[src/rtl/dwrb_pkg.sv]
`timescale 1ns / 1ps
`default_nettype none
// ----------------------------------------------------------------------------
// dwrb_pkg
// shared types and codes of the draw-without-replacement bag
// ----------------------------------------------------------------------------
package dwrb_pkg;

    // request modes
    localparam logic MODE_REFILL = 1'b0;
    localparam logic MODE_DRAW   = 1'b1;

    // sequencer states, one-hot
    typedef enum logic [6:0] {
        ST_IDLE = 7'b0000001,
        ST_FILL = 7'b0000010,
        ST_DIV  = 7'b0000100,
        ST_RD1  = 7'b0001000,
        ST_RD2  = 7'b0010000,
        ST_WR   = 7'b0100000,
        ST_OUT  = 7'b1000000
    } dwrb_state_t;

endpackage
`default_nettype wire

[src/rtl/dwrb_ram.sv]
`timescale 1ns / 1ps
`default_nettype none
// ----------------------------------------------------------------------------
// dwrb_ram
// generic simple dual-port ram, one write port, one registered read port
// ----------------------------------------------------------------------------
module dwrb_ram #(
    parameter int WIDTH = 8,
    parameter int DEPTH = 256
) (
    input  wire logic                     aclk,
    input  wire logic                     we,
    input  wire logic [$clog2(DEPTH)-1:0] waddr,
    input  wire logic [WIDTH-1:0]         wdata,
    input  wire logic [$clog2(DEPTH)-1:0] raddr,
    output logic      [WIDTH-1:0]         rdata
);

    logic [WIDTH-1:0] mem [DEPTH];

    always_ff @(posedge aclk) begin
        if (we) begin
            mem[waddr] <= wdata;
        end
        rdata <= mem[raddr];
    end

endmodule
`default_nettype wire

[src/rtl/draw_without_replacement_bag_unit.sv]
`timescale 1ns / 1ps
`default_nettype none
// ----------------------------------------------------------------------------
// draw_without_replacement_bag_unit
// bag of the values 0 .. bag_size-1 drawn without replacement (fisher-yates)
// ----------------------------------------------------------------------------
// draw: 16 restoring remainder steps, then two reads on the single-read-port
//   bag ram (drawn slot, last slot), a write-back and, once m_ is free, the output register load
// refill: one ram write per cycle into slots 0 .. n-1, n = min(bag_size, BAG_DEPTH);
//   an empty draw or a size-zero refill skips the ram and goes straight to the output
// one request in flight; the next is taken while the result waits at m_;
//   reset clears control state, not the ram
// ----------------------------------------------------------------------------
module draw_without_replacement_bag_unit
    import dwrb_pkg::*;
#(
    parameter int BAG_DEPTH = 256
) (
    input  wire logic        aclk,
    input  wire logic        aresetn,
    // configuration write channel
    input  wire logic        cfg_valid,
    output logic             cfg_ready,
    input  wire logic [7:0]  cfg_bag_size,
    // request channel
    input  wire logic        s_valid,
    output logic             s_ready,
    input  wire logic        s_mode,
    input  wire logic [15:0] s_random_word,
    // result channel
    output logic             m_valid,
    input  wire logic        m_ready,
    output logic [7:0]       m_drawn_value,
    output logic             m_bag_empty,
    output logic [7:0]       m_remaining_count
);

    localparam int         AW      = $clog2(BAG_DEPTH);
    localparam logic [8:0] DEPTH_W = 9'(BAG_DEPTH);

    // control state
    dwrb_state_t state_reg, state_next;
    logic [7:0]  live_reg, live_next;         // live entries in the bag
    logic [7:0]  fill_reg, fill_next;         // refill write pointer
    logic [3:0]  step_reg, step_next;         // remainder step counter
    logic [7:0]  bag_size_reg;
    logic        m_valid_reg, m_valid_next;

    // datapath
    logic [15:0] dividend_reg, dividend_next;
    logic [7:0]  rem_reg, rem_next;           // running remainder, ends as slot
    logic [7:0]  value_reg, value_next;
    logic        empty_reg, empty_next;
    logic [7:0]  m_value_reg, m_value_next;
    logic        m_empty_reg, m_empty_next;
    logic [7:0]  m_count_reg, m_count_next;

    // ram port
    logic          ram_we;
    logic [AW-1:0] ram_waddr;
    logic [7:0]    ram_wdata;
    logic [AW-1:0] ram_raddr;
    logic [7:0]    ram_rdata;

    logic [7:0]  fill_target;                 // min(bag_size, depth)
    logic [8:0]  rem_shift;
    logic [7:0]  last_slot;
    logic        in_accept;
    logic        out_free;

    assign cfg_ready = 1'b1;
    assign s_ready   = (state_reg == ST_IDLE);
    assign in_accept = s_valid && s_ready;
    assign out_free  = !m_valid_reg || m_ready;

    assign m_valid           = m_valid_reg;
    assign m_drawn_value     = m_value_reg;
    assign m_bag_empty       = m_empty_reg;
    assign m_remaining_count = m_count_reg;

    // refill loads at most the ram depth
    assign fill_target = ({1'b0, bag_size_reg} > DEPTH_W) ? DEPTH_W[7:0] : bag_size_reg;

    // one restoring step: shift in the next dividend bit, subtract if it fits
    assign rem_shift = {rem_reg, dividend_reg[15]};
    assign last_slot = live_reg - 8'd1;

    // ram access: refill writes i into slot i, a draw moves the last entry
    // into the drawn slot after both reads are back
    assign ram_we    = (state_reg == ST_FILL) || (state_reg == ST_WR);
    assign ram_waddr = (state_reg == ST_FILL) ? fill_reg[AW-1:0] : rem_reg[AW-1:0];
    assign ram_wdata = (state_reg == ST_FILL) ? fill_reg : ram_rdata;
    assign ram_raddr = (state_reg == ST_RD1) ? rem_reg[AW-1:0] : last_slot[AW-1:0];

    dwrb_ram #(
        .WIDTH (8),
        .DEPTH (BAG_DEPTH)
    ) u_bag_ram (
        .aclk  (aclk),
        .we    (ram_we),
        .waddr (ram_waddr),
        .wdata (ram_wdata),
        .raddr (ram_raddr),
        .rdata (ram_rdata)
    );

    always_comb begin
        state_next    = state_reg;
        live_next     = live_reg;
        fill_next     = fill_reg;
        step_next     = step_reg;
        m_valid_next  = m_valid_reg;
        dividend_next = dividend_reg;
        rem_next      = rem_reg;
        value_next    = value_reg;
        empty_next    = empty_reg;
        m_value_next  = m_value_reg;
        m_empty_next  = m_empty_reg;
        m_count_next  = m_count_reg;

        // result taken downstream
        if (m_valid_reg && m_ready) begin
            m_valid_next = 1'b0;
        end

        unique case (state_reg)
            ST_IDLE: begin
                if (in_accept) begin
                    value_next = 8'd0;
                    empty_next = 1'b0;
                    if (s_mode == MODE_REFILL) begin
                        live_next = fill_target;
                        fill_next = 8'd0;
                        // size zero empties the bag with no writes
                        state_next = (fill_target == 8'd0) ? ST_OUT : ST_FILL;
                    end else if (live_reg == 8'd0) begin
                        // empty draw leaves the state alone
                        empty_next = 1'b1;
                        state_next = ST_OUT;
                    end else begin
                        dividend_next = s_random_word;
                        rem_next      = 8'd0;
                        step_next     = 4'd0;
                        state_next    = ST_DIV;
                    end
                end
            end
            ST_FILL: begin
                fill_next = fill_reg + 8'd1;
                if (fill_reg == last_slot) begin
                    state_next = ST_OUT;
                end
            end
            ST_DIV: begin
                if (rem_shift >= {1'b0, live_reg}) begin
                    rem_next = 8'(rem_shift - {1'b0, live_reg});
                end else begin
                    rem_next = rem_shift[7:0];
                end
                dividend_next = {dividend_reg[14:0], 1'b0};
                step_next     = step_reg + 4'd1;
                if (step_reg == 4'd15) begin
                    state_next = ST_RD1;
                end
            end
            ST_RD1: begin
                state_next = ST_RD2;
            end
            ST_RD2: begin
                // drawn slot's entry is back
                value_next = ram_rdata;
                state_next = ST_WR;
            end
            ST_WR: begin
                live_next  = last_slot;
                state_next = ST_OUT;
            end
            ST_OUT: begin
                if (out_free) begin
                    m_valid_next = 1'b1;
                    m_value_next = value_reg;
                    m_empty_next = empty_reg;
                    m_count_next = live_reg;
                    state_next   = ST_IDLE;
                end
            end
            default: begin
                state_next = ST_IDLE;
            end
        endcase
    end

    always_ff @(posedge aclk) begin
        if (!aresetn) begin
            state_reg    <= ST_IDLE;
            live_reg     <= 8'd0;
            fill_reg     <= 8'd0;
            step_reg     <= 4'd0;
            bag_size_reg <= 8'd0;
            m_valid_reg  <= 1'b0;
        end else begin
            state_reg   <= state_next;
            live_reg    <= live_next;
            fill_reg    <= fill_next;
            step_reg    <= step_next;
            m_valid_reg <= m_valid_next;
            if (cfg_valid && cfg_ready) begin
                bag_size_reg <= cfg_bag_size;
            end
        end
    end

    always_ff @(posedge aclk) begin
        dividend_reg <= dividend_next;
        rem_reg      <= rem_next;
        value_reg    <= value_next;
        empty_reg    <= empty_next;
        m_value_reg  <= m_value_next;
        m_empty_reg  <= m_empty_next;
        m_count_reg  <= m_count_next;
    end

    // live count never exceeds the ram depth
    a_live_in_depth: assert property (@(posedge aclk) disable iff (!aresetn)
        {1'b0, live_reg} <= DEPTH_W)
        else $error("live count above bag depth");

    // refill pointer stays below the live count while filling
    a_fill_in_range: assert property (@(posedge aclk) disable iff (!aresetn)
        (state_reg == ST_FILL) |-> (fill_reg < live_reg))
        else $error("refill pointer out of range");

    // running remainder stays below the divisor
    a_rem_below_count: assert property (@(posedge aclk) disable iff (!aresetn)
        (state_reg == ST_DIV) |-> (rem_reg < live_reg))
        else $error("remainder not reduced");

    // write-back only follows both reads
    a_wr_after_reads: assert property (@(posedge aclk) disable iff (!aresetn)
        (state_reg == ST_WR) |-> ($past(state_reg) == ST_RD2))
        else $error("write-back without read");

    // an empty draw reports no value and an empty bag
    a_empty_result: assert property (@(posedge aclk) disable iff (!aresetn)
        (m_valid_reg && m_empty_reg) |-> (m_value_reg == 8'd0 && m_count_reg == 8'd0))
        else $error("empty draw result inconsistent");

endmodule
`default_nettype wire
[config.mk]
export PLATFORM = sky130hd
export DESIGN_NAME = draw_without_replacement_bag_unit
export DESIGN_NICKNAME = d
export VERILOG_FILES = /design/src/rtl/dwrb_pkg.sv /design/src/rtl/dwrb_ram.sv /design/src/rtl/draw_without_replacement_bag_unit.sv
export SDC_FILE = /design/constraint.sdc
export NUM_CORES = 2
export LEC_CHECK = 0
export ABC_AREA = 1
export CORE_MARGIN = 1
export CORE_UTILIZATION = 60
export CTS_BUF_LIST = sky130_fd_sc_hd__clkbuf_16
export CTS_CLUSTER_DIAMETER = 120
export DETAILED_ROUTE_END_ITERATION = 8
export DONT_BUFFER_PORTS = 1
export PLACE_DENSITY_LB_ADDON = 0.08
export SYNTH_ARGS = -nofsm -noshare
export SYNTH_HDL_FRONTEND = slang
export SYNTH_HIERARCHICAL = 1
export SYNTH_SLANG_ARGS = --single-unit
[constraint.sdc]
create_clock -name aclk -period 20.7 [get_ports aclk]
set_clock_uncertainty 0.1 [all_clocks]
set_input_delay 4.14 -clock aclk [delete_from_list [all_inputs] [get_ports aclk]]
set_output_delay 4.14 -clock aclk [all_outputs]
set_load 0.02 [all_outputs]
* Yosys cells after proc, flatten, opt, wreduce, memory -nomap -nowiden
Memory sizes are Yosys's and may differ from the RTL's. A register that Yosys moved wholly into a read port is not among the register bits. Cells that the tools add are included. Widths: inputs -> output; s select.
Operators by class: add/sub/neg operators 4, order comparisons 2, equal/unequal tests 16, mux-type cells 39, reductions and logical operators 18
Operators with widths (count):
- $mux 8 | 13
- $pmux 8 s2 | 4
- $mux 7 | 7
- $pmux 7 s7 | 1
- $mux 16 | 3
- $pmux 16 s2 | 1
- $logic_not 8->1 | 2
- $mux 4 | 3
- $ge 9x8->1 | 1
- $gt 8x9->1 const B | 1
- $add 8x1->8 const B | 1
- $eq 8x8->1 | 1
- $ne 2x2->1 const B | 4
- $pmux 4 s2 | 1
- $reduce_and 4->1 | 2
- $reduce_bool 2->1 | 4
- $sub 8x1->8 const B | 1
- $sub 8x8->8 | 1
- $eq 7x1->1 const B | 1
- $eq 7x2->1 const B | 1
- $eq 7x3->1 const B | 1
- $eq 7x4->1 const B | 1
- $eq 7x5->1 const B | 1
- $eq 7x6->1 const B | 1
- 10 further kinds | 22
Storage, ports and cells: register bits after elaboration 86, RAM bits 2048, output and inout port bits 20, logic and storage cells 93, memories kept 1
Memories:
- u_bag_ram.mem | words 256, width 8, read ports 1, clocked after memory_dff 1, wr ports 1, line dwrb_ram.sv:19 | logic [WIDTH-1:0] mem [DEPTH];

* Logic depth before layout (Yosys ltp)
depth after elaboration 7, depth in mapped cells 21

* Modules after synthesis
Netlist, hierarchy kept.
By module, submodules not included:
- dwrb_ram | times used 1, cells an instance 7003, area an instance 83396.2 um2, sequential area each 61659.1 um2
- draw_without_replacement_bag_unit | times used 1, cells an instance 552, area an instance 4515.6 um2, sequential area each 2222.1 um2

* Worst setup path after synthesis
OpenSTA, ideal clock, no wires.
kind flip-flop to flip-flop, start reg state_reg[4], end mem u_bag_ram.mem[0][1] (data pin), setup time 2189 ps, arrival time 10972 ps, data required time 18411 ps, path slack 7440 ps, cell stages (with the launch flop) 8, buffers on the path 1, cells stage by stage dfxtp_1 > inv_1 > nand3_1 > inv_2 > nand4_2 > inv_1 > clkbuf_1 > o21ai_0
On the way: word-level cells in the longest chain between the ends 2
Ends and longest elaborated chain:
- from (decl) | line draw_without_replacement_bag_unit.sv:42 | dwrb_state_t state_reg, state_next;
- from (signal assigned) | line draw_without_replacement_bag_unit.sv:202 | state_reg <= state_next;
- $eq 7x2->1 | line draw_without_replacement_bag_unit.sv:92 | assign ram_wdata = (state_reg == ST_FILL) ? fill_reg : ram_rdata;
- $mux 8 | line draw_without_replacement_bag_unit.sv:92
- via ram_wdata[1] | line draw_without_replacement_bag_unit.sv:61 | logic [7:0] ram_wdata;
- to (decl) | line dwrb_ram.sv:19
The timed path passes the listed nets, and every way through them passes these cells.

* Worst setup path in the final report
start reg state_reg[4], end reg u_bag_ram.rdata[4], read port of u_bag_ram.mem
On the way: word-level cells in the longest chain between the ends 2
Ends and longest elaborated chain:
- $eq 7x4->1 | line draw_without_replacement_bag_unit.sv:93 | assign ram_raddr = (state_reg == ST_RD1) ? rem_reg[AW-1:0] : last_slot[AW-1:0];
- $mux 8 | line draw_without_replacement_bag_unit.sv:93
- via ram_raddr[0] | line draw_without_replacement_bag_unit.sv:62 | logic [AW-1:0] ram_raddr;
- to (decl) | line dwrb_ram.sv:16 | output logic [WIDTH-1:0] rdata
The timed path passes the listed nets, and every way through them passes these cells. A chain may end at the register's enable or synchronous reset.

==> metrics.txt <==
first-pass GRT wire length 345900 um; clock sinks 2142; status complete, no violations; DRT Pass-1 Iters 6; placed cell count 9056; share of cells above drive strength 1 0.05570; initial core utilization 0.6039; Slew HR 0.06159; Post-synth EDFFs ~2100; grt ovf 0; core footprint 0.1456 sq mm; DRC Markers 0; Rows 140; multiplexer area fraction after synthesis 0; Critical Path Start Type flip-flop; leak pwr roughly 33 nW; switching power 6.534 mW; register area between 0.06 and 0.07 sq mm; final std cells w/o fill 9443; Worst EP required between 20 and 25 ns; Synth Cell Area ~0.088 sq mm; CP cell instances inv_1 -> nand3_1 -> inv_2 -> nand4_1 -> buf_4 -> nand2_1 -> o21ai_4 -> buf_4 -> buf_4 -> buf_4 -> buf_4 -> nand2_1 -> nand3_1 -> nand3_1 -> nand3_1 -> nand3_1 -> nand3_1 -> nand3_1 -> nand2_1 -> nand2_1 -> nand2_1; Setup TNS 0 ns; Die Width 384.8 um; PD cells around 160 mW/mm^2; Post CTS Setup Buffer Count 0; pin count of the biggest net entering global routing ~280; Root Buffer clkbuf_16; detailed placer's ending HPWL 125500 um; post-synthesis sequential element count 2142; Avg Vias per Cell 6.148; Final Wtd Congestion 0.8939; Synth Area in Adders 0.001793; endpoints failing setup 0; worst hold slack 0.3172 ns; share of the synthesized area in the top cell type 0.7166; P_int 9.010 mW; Avg Cell Area, Syn 11.64 sq um; Hold Buf Count CTS 0; CTS tree built; most frequent cells in the layout nand2_1, edfxtp_1, nand3_1; CP most frequent cell nand3_1; share of flip-flops with an asynchronous set or reset 0; worst vdd ir 0.0002278 V; Main synth FF type edfxtp_1; commonest non-fill, non-tap cell in the layout nand2_1; CP max FO 94; Final nets 7390; max frequency 155.7 MHz; main combinational cell family by area after synthesis simple AND/OR/NAND/NOR gates; Area growth syn-to-layout 8.386%; total global-route track usage 0.3130; CTS Buf Count ~210; Slew @ Worst Pin 1.408 ns; buffers plus inverters on the worst setup path 7; PnR Total Power about 16 mW; Die Height 384.8 um; die area 0.1481 sq mm; Max-Cap Viols 0; max reg flops 2048; antenna violations before repair 5; Clk pwr share 0.234; IO Port Bufs 0; Final Hold Vio Count 0; Combinational Power Share 0.408; vias in the first global route 54100; RSZ-0062 raised after global routing no; cells after synthesis 7555; Seq/Total Area, Yosys 0.7267; clk slew on worst S/H paths 0.06 ns; top post-synthesis cells by area edfxtp_1, nand3_1, nand2_1; Boundary Pins 50; CP delay by family, top buffers and inverters; Yosys warning count 6; fill count 10840; total number of vias 58050; # H-tree levels 4; post-synth top area cell edfxtp_1; Post-Synth XOR/XNOR Area 0.0007970; post-layout min period 6.425 ns; clk_lat worst skew 0.84 ns; Post-Synth Simple-Gate Area 0.2310; Max Root-Sink Buffers 3; Worst path slowest cell buf_4; switch share 0.4204; unique cell type count in the Yosys netlist 48; CP Capture Type flip-flop; area of the multi-input gates 0.02125 sq mm; PostCTS Resize Cnt 0; Compound-Gate Fraction of Synth Area 0.006077; sequential share of power 0.357; routed len/inst between 20 and 25 um; First DRT Iteration DRCs 7110; Total Wirelength 232700 um; Antenna Nets Post-Route 0; Post-Syn Nets 7597; Final Max Tran Viols 0; Arrival @ worst endpoint 7.09 ns; HP Class flip-flop to flip-flop; Crit Path Class flip-flop to flip-flop; max incr delay on CP ~0.92 ns; fin crit share 0.3104
[metal layers]
layer / track usage / vias up / part of all wire
met5: 0 / - / 0.000056
met4: 0.1229 / 2 / 0.040
met3: 0.05106 / 426 / 0.092
met2: 0.4839 / 2911 / 0.47
met1: 0.4488 / 28430 / 0.40
li1: - / 26280 / -
[area by class of cell]
cell class                 instances  share of cell area
multi-input combinational       4802              0.2230
clock inverter                   172             0.01265
sequential                      2142              0.6704
inverter                         113            0.004832
tap                             1917             0.02517
antenna                            3          0.00007879
clock buffer                     212             0.05568
timing repair buffer              82            0.008168
[cell families after synthesis]
logic type / count (synthesis)
buffers and inverters: 611
AND/OR/NAND/NOR: 4683
AO/OA/AOI/OAI: 98
flip-flops: 2142
XOR/XNOR: 8
other: 1
adder cells (fa/ha/maj): 12
[power by group through the flow]
stage | logic, mW | clock network, mW | registers (mW)
2_1_floorplan | 3.89 | 0 | 6.07
3_3_place_gp | 6.19 | 0 | 5.64
3_5_place_dp | 6.23 | 0 | 5.64
4_1_cts | 6.25 | 3.68 | 5.55
5_1_grt | 6.74 | 3.84 | 5.55
6_report | 6.35 | 3.64 | 5.56
[cells in the mapped netlist, types with 2 or more instances]
cell / count
a211oi_1: 3
a21oi_1: 28
a21oi_2: 3
a31oi_1: 2
buf_1: 42
buf_2: 272
buf_4: 47
buf_6: 17
clkbuf_1: 119
dfxtp_1: 44
edfxtp_1: 2098
ha_1: 11
inv_1: 101
inv_2: 9
inv_4: 2
nand2_1: 2260
nand2_2: 2
nand2_4: 3
nand3_1: 2043
nand4_1: 10
nor2_1: 340
nor2_2: 3
nor2_4: 2
nor3_1: 5
nor3b_1: 3
nor4_1: 2
o21ai_0: 42
o21ai_1: 13
o22ai_1: 2
or2_2: 3
xor2_1: 7
[per-stage QoR]
step,area (sq um),worst slack [ns],util
3_3_place_gp,88770,14.46,0.6098
3_5_place_dp,88770,14.45,0.6098
2_1_floorplan,87910,7.440,-
6_report,95280,14.28,0.6546
5_1_grt,95280,13.97,0.6545
4_1_cts,95280,14.41,0.6545
[worst paths after layout]
path	start	endpoint	slack, ns	depth (start not counted)
max	state_reg[4]$_SDFFE_PN0P_	u_bag_ram/rdata[4]$_DFF_P_	14.28	21
min	value_reg[0]$_SDFFCE_PN0P_	m_drawn_value[0]$_DFFE_PP_	0.32	0
max reg2reg	state_reg[4]$_SDFFE_PN0P_	u_bag_ram/rdata[4]$_DFF_P_	14.28	21
min reg2reg	value_reg[0]$_SDFFCE_PN0P_	m_drawn_value[0]$_DFFE_PP_	0.32	0
Note: power is estimated with default switching activity, not from simulation.
